**src/rtl/hcp_pkg.sv**
```systemverilog
`default_nettype none

package hcp_pkg;

	// Parameter slots in the command; legal range 1 to 8
	localparam int MAX_PARAMETERS = 3;
	// Value fields on the result port
	localparam int OUT_VALUES = 3;
	// Slots of storage; entries past MAX_PARAMETERS are never written and stay zero
	localparam int STORE_DEPTH = (MAX_PARAMETERS > OUT_VALUES) ? MAX_PARAMETERS : OUT_VALUES;
	localparam int PHASE_W = $clog2(MAX_PARAMETERS + 1);

	localparam logic [PHASE_W-1:0] PHASE_NAME = '0;
	localparam logic [PHASE_W-1:0] PHASE_FIRST = PHASE_W'(1);
	localparam logic [PHASE_W-1:0] PHASE_LAST = PHASE_W'(MAX_PARAMETERS);

	localparam logic [31:0] HASH_SEED = 32'd5381;

	localparam logic [7:0] CHAR_DOT = 8'h2E;
	localparam logic [7:0] CHAR_UPPER_LO = 8'h40;
	localparam logic [7:0] CHAR_UPPER_HI = 8'h5B;
	localparam logic [7:0] CHAR_LOWER_LO = 8'h60;
	localparam logic [7:0] CHAR_LOWER_HI = 8'h7B;
	localparam logic [7:0] CHAR_ZERO = 8'h30;
	localparam logic [7:0] CHAR_NINE = 8'h39;
	localparam logic [7:0] CHAR_COMMA = 8'h2C;
	localparam logic [7:0] CHAR_OPEN = 8'h28;
	localparam logic [7:0] CHAR_CLOSE = 8'h29;

	typedef enum logic [1:0] {
		ERR_NONE = 2'd0,
		ERR_UNEXPECTED = 2'd1,
		ERR_TOO_MANY = 2'd2
	} err_code_t;

	typedef struct packed {
		logic [31:0] name_hash;
		logic [OUT_VALUES-1:0][15:0] values;
		err_code_t error_code;
	} result_t;

	function automatic logic is_name_byte(input logic [7:0] b);
		return (b == CHAR_DOT) ||
			((b > CHAR_UPPER_LO) && (b < CHAR_UPPER_HI)) ||
			((b > CHAR_LOWER_LO) && (b < CHAR_LOWER_HI));
	endfunction

	function automatic logic is_digit(input logic [7:0] b);
		return (b >= CHAR_ZERO) && (b <= CHAR_NINE);
	endfunction

endpackage

`default_nettype wire

```
**src/rtl/hashed_command_parser.sv**
```systemverilog
// Flow: an accepted byte is held in byte_s1 and decoded there; a result it
// causes is written to the result register when that byte leaves byte_s1.
// Throughput: one byte per cycle; the input stalls only while a byte would
// produce a result and the single result register is still held by out_stall.
// Reset: arst_n clears all control state at once; hash returns to 5381,
// parameters to zero, parser to the name phase. No warm-up sweep.
`default_nettype none

module hashed_command_parser (
	input  wire logic clk,
	input  wire logic arst_n,
	input  wire logic in_valid,
	output logic in_stall,
	input  wire logic [7:0] data_byte,
	output logic out_valid,
	input  wire logic out_stall,
	output logic [31:0] name_hash,
	output logic [15:0] first_value,
	output logic [15:0] second_value,
	output logic [15:0] third_value,
	output logic [1:0] error_code
);
	import hcp_pkg::*;

	logic out_free;
	logic res_push;
	result_t res;
	result_t out_res;

	hcp_core u_core (
		.clk(clk),
		.arst_n(arst_n),
		.in_valid(in_valid),
		.in_stall(in_stall),
		.data_byte(data_byte),
		.out_free(out_free),
		.res_push(res_push),
		.res(res)
	);

	hcp_out_reg u_out (
		.clk(clk),
		.arst_n(arst_n),
		.res_push(res_push),
		.res(res),
		.out_free(out_free),
		.out_valid(out_valid),
		.out_stall(out_stall),
		.out_res(out_res)
	);

	assign name_hash = out_res.name_hash;
	assign first_value = out_res.values[0];
	assign second_value = out_res.values[1];
	assign third_value = out_res.values[2];
	assign error_code = out_res.error_code;

endmodule

`default_nettype wire

```
**src/rtl/hcp_core.sv**
```systemverilog
`default_nettype none

module hcp_core (
	input  wire logic clk,
	input  wire logic arst_n,
	input  wire logic in_valid,
	output logic in_stall,
	input  wire logic [7:0] data_byte,
	input  wire logic out_free,
	output logic res_push,
	output hcp_pkg::result_t res
);
	import hcp_pkg::*;

	logic valid_s1;
	logic [7:0] byte_s1;

	logic [31:0] hash_q, hash_d;
	logic [STORE_DEPTH-1:0][15:0] vals_q, vals_d;
	logic [PHASE_W-1:0] phase_q, phase_d;
	logic emits;
	logic fire;

	always_comb begin
		hash_d = hash_q;
		vals_d = vals_q;
		phase_d = phase_q;
		emits = 1'b0;
		res = '{name_hash: '0, values: '0, error_code: ERR_NONE};

		if (phase_q == PHASE_NAME) begin
			if (is_name_byte(byte_s1)) begin
				hash_d = (hash_q << 5) + hash_q + {24'b0, byte_s1};
			end else begin
				phase_d = PHASE_FIRST;
			end
		end else begin
			priority if (byte_s1 == CHAR_OPEN) begin
				// stray open parenthesis: drop
			end else if (byte_s1 == CHAR_CLOSE) begin
				emits = 1'b1;
				res.name_hash = hash_q;
				for (int j = 0; j < OUT_VALUES; j++) begin
					res.values[j] = vals_q[j];
				end
			end else if (byte_s1 == CHAR_COMMA) begin
				if (phase_q == PHASE_LAST) begin
					emits = 1'b1;
					res.error_code = ERR_TOO_MANY;
				end else begin
					phase_d = phase_q + PHASE_W'(1);
				end
			end else if (is_digit(byte_s1)) begin
				for (int j = 0; j < MAX_PARAMETERS; j++) begin
					if (phase_q == PHASE_W'(j + 1)) begin
						vals_d[j] = (vals_q[j] << 3) + (vals_q[j] << 1) +
							{12'b0, byte_s1[3:0]};
					end
				end
			end else begin
				emits = 1'b1;
				res.error_code = ERR_UNEXPECTED;
			end
		end

		// restart after every result
		if (emits) begin
			hash_d = HASH_SEED;
			vals_d = '0;
			phase_d = PHASE_NAME;
		end
	end

	// hold the byte only when it has a result and the result register is full and stalled
	assign in_stall = valid_s1 && emits && !out_free;
	assign fire = valid_s1 && !in_stall;
	assign res_push = fire && emits;

	always_ff @(posedge clk or negedge arst_n) begin
		if (!arst_n) begin
			valid_s1 <= 1'b0;
		end else if (!in_stall) begin
			valid_s1 <= in_valid;
		end
	end

	always_ff @(posedge clk) begin
		if (!in_stall && in_valid) begin
			byte_s1 <= data_byte;
		end
	end

	always_ff @(posedge clk or negedge arst_n) begin
		if (!arst_n) begin
			hash_q <= HASH_SEED;
			vals_q <= '0;
			phase_q <= PHASE_NAME;
		end else if (fire) begin
			hash_q <= hash_d;
			vals_q <= vals_d;
			phase_q <= phase_d;
		end
	end

endmodule

`default_nettype wire

```
**src/rtl/hcp_out_reg.sv**
```systemverilog
`default_nettype none

module hcp_out_reg (
	input  wire logic clk,
	input  wire logic arst_n,
	input  wire logic res_push,
	input  wire hcp_pkg::result_t res,
	output logic out_free,
	output logic out_valid,
	input  wire logic out_stall,
	output hcp_pkg::result_t out_res
);
	import hcp_pkg::*;

	logic valid_q;
	result_t res_q;

	assign out_free = !valid_q || !out_stall;
	assign out_valid = valid_q;
	assign out_res = res_q;

	always_ff @(posedge clk or negedge arst_n) begin
		if (!arst_n) begin
			valid_q <= 1'b0;
		end else if (res_push) begin
			valid_q <= 1'b1;
		end else if (!out_stall) begin
			valid_q <= 1'b0;
		end
	end

	always_ff @(posedge clk) begin
		if (res_push) begin
			res_q <= res;
		end
	end

endmodule

`default_nettype wire

```
**config.mk**
```make
export PLATFORM = sky130hd
export DESIGN_NAME = hashed_command_parser
export DESIGN_NICKNAME = d
export VERILOG_FILES = /design/src/rtl/hcp_pkg.sv /design/src/rtl/hashed_command_parser.sv /design/src/rtl/hcp_core.sv /design/src/rtl/hcp_out_reg.sv
export SDC_FILE = /design/constraint.sdc
export NUM_CORES = 1
export LEC_CHECK = 0
export BUFFER_PORTS_ARGS = -buffer_cell sky130_fd_sc_hd__clkbuf_2
export CAP_MARGIN = 20
export CORE_MARGIN = 10
export CORE_UTILIZATION = 50
export CTS_CLUSTER_SIZE = 40
export DETAILED_ROUTE_END_ITERATION = 8
export PLACE_DENSITY = 0.68
export SLEW_MARGIN = 5
export SYNTH_ARGS = -nofsm -noshare
export SYNTH_HDL_FRONTEND = slang
export SYNTH_HIERARCHICAL = 1
export SYNTH_SLANG_ARGS = --single-unit
```
**constraint.sdc**
```tcl
create_clock -name clk -period 6.4 [get_ports clk]
set_clock_uncertainty 0.15 [all_clocks]
set_input_delay 0.96 -clock clk [delete_from_list [all_inputs] [get_ports clk]]
set_output_delay 0.96 -clock clk [all_outputs]
set_load 0.03 [all_outputs]
```
* Word-level counts from Yosys, hierarchy flattened *
Index checks and enable logic that the tools add are counted.

storage, ports and cells
  register bits = 174
  input port bits = 12
  output and inout port bits = 84
  word-level logic and storage cells = 105

cells by class
  add/subtract/negate cells = 9
  order comparisons = 6
  equality and inequality tests = 16
  multiplexer cells = 30
  bitwise logic cells = 1
  reductions and logical operators = 30

operators by type and width
  operator              number
  $mux W48              6
  $mux W32              3
  $add A16 B16 Y16      3
  $add A16 B4 Y16       3
  $mux W16              3
  $add A32 B32 Y32      1
  $add A32 B8 Y32       1
  $eq A8 B6 Y1 const B  4
  $reduce_and A7 Y1     3
  $mux W2               9
  $gt A8 B7 Y1 const B  2
  $lt A8 B7 Y1 const B  2
  $reduce_bool A2 Y1    6
  $ne A2 B1 Y1 const B  5
  $mux W1               9
  $ne A3 B1 Y1 const B  3
  $ge A8 B6 Y1 const B  1
  $le A8 B6 Y1 const B  1
  $logic_and A1 B1 Y1   8
  $reduce_and A6 Y1     1
  $reduce_or A3 Y1      2
  $eq A2 B2 Y1 const B  2
  $logic_not A1 Y1      4
  $logic_or A1 B1 Y1    3
  7 further kinds       7

* Depth between registers and ports, before layout *
  depth after elaboration = 13
  mapped depth = 13
  mapped depth without buffers = 13

* Modules after synthesis *
The synthesis kept the hierarchy.

by module, submodules not included
  module       times used  cells each  area an instance (um^2)  seq. area each (um^2)
  hcp_core     1           901         8,202.9                  2,323.5
  hcp_out_reg  1           85          2,498.6                  2,487.4

* Worst setup path after synthesis *
No wires, ideal clock.

  path type = reg2reg
  from = register u_core.byte_s1[3]
  to = register u_out.res_q, in the netlist u_out/out_res[0], enable pin
  setup time = 0.451 ns
  data arrival time = 3.677 ns
  data required time = 5.799 ns
  slack = 2.122 ns
  stages on the path, launching flop included = 7
  path buffers = 2
  period minus slack after synthesis = 4.278 ns
  cell sequence = edfxtp_1 o21ai_1 and3_1 buf_2 nor4_4 clkbuf_1 and3_1

on the way
  cells in the longest elaborated chain, start to end = 12
  elaborated cells on any way between the ends = 16
  classes of those cells = order compare (2); eq/ne (3); mux (5); reduce/logical (6)

ends and longest elaborated chain
  item                                          RTL line                     RTL
  start, declared                               hcp_core.sv:16               logic [7:0] byte_s1;
  start signal, assigned                        hcp_core.sv:89               byte_s1 <= data_byte;
  $ge A8 B6 Y1 or $le A8 B6 Y1 (tied branches)  hcp_pkg.sv:49                return (b >= CHAR_ZERO) && (b <= CHAR_NINE);
  $logic_and A1 B1 Y1                           hcp_pkg.sv:49
  $mux W1                                       hcp_core.sv:53               end else if (is_digit(byte_s1)) begin
  $mux W1                                       hcp_core.sv:46               end else if (byte_s1 == CHAR_COMMA) begin
  $mux W1                                       hcp_core.sv:40               end else if (byte_s1 == CHAR_CLOSE) begin
  $mux W1 *                                     hcp_core.sv:38               priority if (byte_s1 == CHAR_OPEN) begin
  $mux W1 *                                     hcp_core.sv:31               if (phase_q == PHASE_NAME) begin
  $logic_and A1 B1 Y1 (2 in a row)              hcp_core.sv:75               assign in_stall = valid_s1 && emits && !out_free;
  $logic_not A1 Y1                              hcp_core.sv:76               assign fire = valid_s1 && !in_stall;
  $logic_and A1 B1 Y1                           hcp_core.sv:76
  $logic_and A1 B1 Y1 *                         hcp_core.sv:77               assign res_push = fire && emits;
  named net res_push                            hashed_command_parser.sv:26  logic res_push;
  end signal, assigned                          hcp_out_reg.sv:34            res_q <= res;
  end, declared                                 hcp_out_reg.sv:16            result_t res_q;

Mark *: on every way through the listed nets, which the timed path passes. The rest lies on a longest branch.
A chain may end at the register's enable or synchronous reset.

* Final worst setup path *
  from = register u_core.byte_s1[3]
  to = output in_stall

on the way
  cells in the longest elaborated chain, start to end = 9
  elaborated cells on any way between the ends = 13
  classes of those cells = order compare (2); eq/ne (3); mux (5); reduce/logical (3)

ends and longest elaborated chain
  item                                          RTL line                     RTL
  $ge A8 B6 Y1 or $le A8 B6 Y1 (tied branches)  hcp_pkg.sv:49
  $logic_and A1 B1 Y1                           hcp_pkg.sv:49
  $mux W1                                       hcp_core.sv:53
  $mux W1                                       hcp_core.sv:46
  $mux W1                                       hcp_core.sv:40
  $mux W1 *                                     hcp_core.sv:38
  $mux W1 *                                     hcp_core.sv:31
  $logic_and A1 B1 Y1 * (2 in a row)            hcp_core.sv:75
  end, declared                                 hashed_command_parser.sv:13  output logic in_stall,

Every way passes the cells marked *; elsewhere a longest branch is shown, timed or not.

==> key figures <==
Synthesis
  – Synth area leader: edfxtp_1
  – Cells after Synth: 986
  – Synth Cell Area: 10700 sq um
  – Syn Area/Cell: 10.85 sq um
  – Synth top area share: 25.25%
  – Synth cell types: 63
  – Syn_nets: 1146
  – Top FF cell, synth: edfxtp_1
  – Most common library cells after synthesis: 138 x ha_1, 93 x nand2_1, 90 x edfxtp_1, 82 x and2_1, 79 x dfrtp_1
  – EDFF count, synth: 90
  – Register area share after synthesis: 44.95%
  – Ys async rst share: 48.28%
  – Synth top area cells: edfxtp_1 25%, dfrtp_1 18%, ha_1 16%, and2_1 4.8%, nand2_1 3.3%
  – Count leader, synth: ha_1
  – YS warnings: 6
  – Yosys reg bits: 174

Critical path
  – Critical path startpoint category: flop
  – Crit-path max FO: 11
  – Crit path DAT: 2850 ps
  – Worst setup EP type: primary output
  – Worst Path Required: 5290 ps
  – Cell depth of the worst flop-to-flop path: 12
  – WS Path Type: reg2out

CTS
  – Hold_buf cts: 0
  – Clk sinks: 174
  – CTS tree: done
  – Worst skew pair latency: 430 ps
  – Maximum buffer depth of the clock tree: 2
  – CTS H-tree lvls: 4
  – TritonCTS Buffers: 17
  – Root Buffer Master: clkbuf_16
  – Post-cts sizing count: 0
  – Post-CTS setup repair buffer count: 0
  – CTS clock-pin slew for the worst setup and hold paths: 70 ps

GRT
  – GRT Residual Overflow: 0
  – Global-route wire length before repair: 38790 um
  – Initial antenna violation count: 0
  – Largest net degree at the start of global routing: 84
  – Number of global-route vias before repair: 7570
  – Total GRT Usage: 16.66%

Timing
  – Fmax: 0.2526 GHz
  – Final slew viol count: 0
  – Final Setup Violations: 0
  – Slew @ Worst Pin: 934.2 ps
  – Slew HR: 37.57%
  – Final period utilization: 61.86%
  – Post-route setup slack: 2441 ps
  – Final hold violations: 0
  – RSZ-0062 raised after global routing: no
  – Min cycle time layout: 3959 ps
  – Total negative setup slack: 0 ps
  – Worst Hold Slack: 336.5 ps

Min path
  – Hold Path Class: in2async

Finish
  – Fin cells: 1365
  – Area grow syn2layout: 12.88%
  – Final Cell Area: 12080 sq um
  – Final core utilization: 57.47%
  – Filler cell count: 1800
  – Nets: 1237
  – Ant diodes: 0
  – Layout cells sized above 1: 14.59%

Die
  – Core Area: 21020 sq um
  – Die height: 166.3 um
  – DIE WIDTH: 166.3 um
  – Starting density of the core: 50.91%
  – Io pins: 96
  – Die area: 27650 sq um
  – Site Rows: 53

Drt
  – DR DRC count: 0
  – Final ANT Viol Nets: 0
  – Routed WL: 22700 um
  – First-pass iteration count of the detailed router: 5
  – Avg Vias per Cell: 5.533
  – Routed wire per std cell: 16.63 um
  – Initial DRC count: 330
  – Via Count: 7553

Placement
  – Placed instance area: 11460 sq um
  – Post-placement cell count: 1331
  – Buffers on Ports: 95
  – Pre-CTS setup slack: 2514 ps
  – Placer Congestion: 0.8626
  – HPWL Detailed: 16420 um

Run
  – Max cap viols: 0

Status
  – Status: completed

Pwr
  – Pleak: 5.790 nW
  – PwrDens: 453.4 nW/um^2
  – Pwr Total: 5.477 mW
  – Peak supply drop: 0.0002306 V
metal layers:
layer | up-vias | share of wire, % | wire (um) | track usage [%]
met5 | - | 0 | 0 | 0
met4 | 0 | 0.99 | 225 | 4.391
met3 | 22 | 4.2 | 943 | 3.739
met2 | 135 | 48 | 10830 | 27.49
met1 | 3598 | 47 | 10700 | 21.64
li1 | 3798 | - | - | -
cells in the final DEF (no fill, tap or decap), types with 6 or more instances in the layout:
cell,n
and3_1,7
nor2_1,37
fa_1,10
a31oi_1,8
clkbuf_16,17
nor3_1,18
nand2_1,93
ha_1,138
nand2b_1,14
nand4_1,8
xor2_1,24
clkbuf_2,94
o31ai_1,30
and2_1,82
a21oi_1,47
a21boi_0,6
nand3_1,11
dfrtp_1,79
inv_1,29
o41ai_1,8
buf_4,9
nor2b_1,14
a22o_1,18
xnor2_1,35
o21ai_0,50
a21o_1,32
edfxtp_1,90
cell type report:
class                      count  area, sq um  area share [%]
inverter                      29        108.9          0.9011
timing repair buffer         105        576.8           4.775
multi-input combinational    750         5655           46.82
clock buffer                  17        425.4           3.522
clock inverter                15        158.9           1.315
sequential                   174         4811           39.82
tap                          275        344.1           2.848
critical path: stages (launching register included):
cell and delay, ps:
edfxtp_1 630, o21ai_1 150, and3_1 300, nor4_4 670, nand2_1 100, or2_2 320
inv_1 70, clkbuf_2 200
path summary, 6_finish.rpt:
path / to / slack [ps] / start
setup / recovery: in_stall / 2440 / u_core/byte_s1[3]
hold / removal: u_core/vals_q[10] / 340 / arst_n
setup reg to reg: u_core/vals_q[14] / 2700 / u_core/byte_s1[3]
hold reg to reg: u_core/vals_q[47] / 340 / u_core/vals_q[47]
max in group asynchronous: u_core/phase_q[0] / 4690 / arst_n
min in group clk: u_core/vals_q[47] / 340 / u_core/vals_q[47]
logic make-up (layout without fill, tap and decap cells):
| kind of cell | count (synthesis) | count (layout) | synth area share, % |
|---|---|---|---|
| AOI/OAI and AO/OA | 232 | 232 | 14.69 |
| xor gates and xnor gates | 59 | 59 | 4.829 |
| adders and majority gates | 148 | 148 | 18.01 |
| buffers and inverters | 62 | 166 | 2.303 |
| DFF | 174 | 174 | 44.96 |
| muxes | 1 | 1 | 0.09354 |
| and+or+nand+nor | 310 | 310 | 15.13 |
flip-flops by register name (all words and copies together) (netlist names):
register         flops
u_core/hash_q       32
u_out/out_valid      1
u_core/byte_s1       8
u_core/vals_q       48
u_out/out_res       82
u_core/valid_s1      1
u_core/phase_q       2
power by group:
part	total, mW	internal (mW)	switching, mW
sequential	1.79	1.52	0.266
combinational	2.65	1.04	1.61
clock	1.04	0.580	0.455
(Power assumes the default switching activity.)
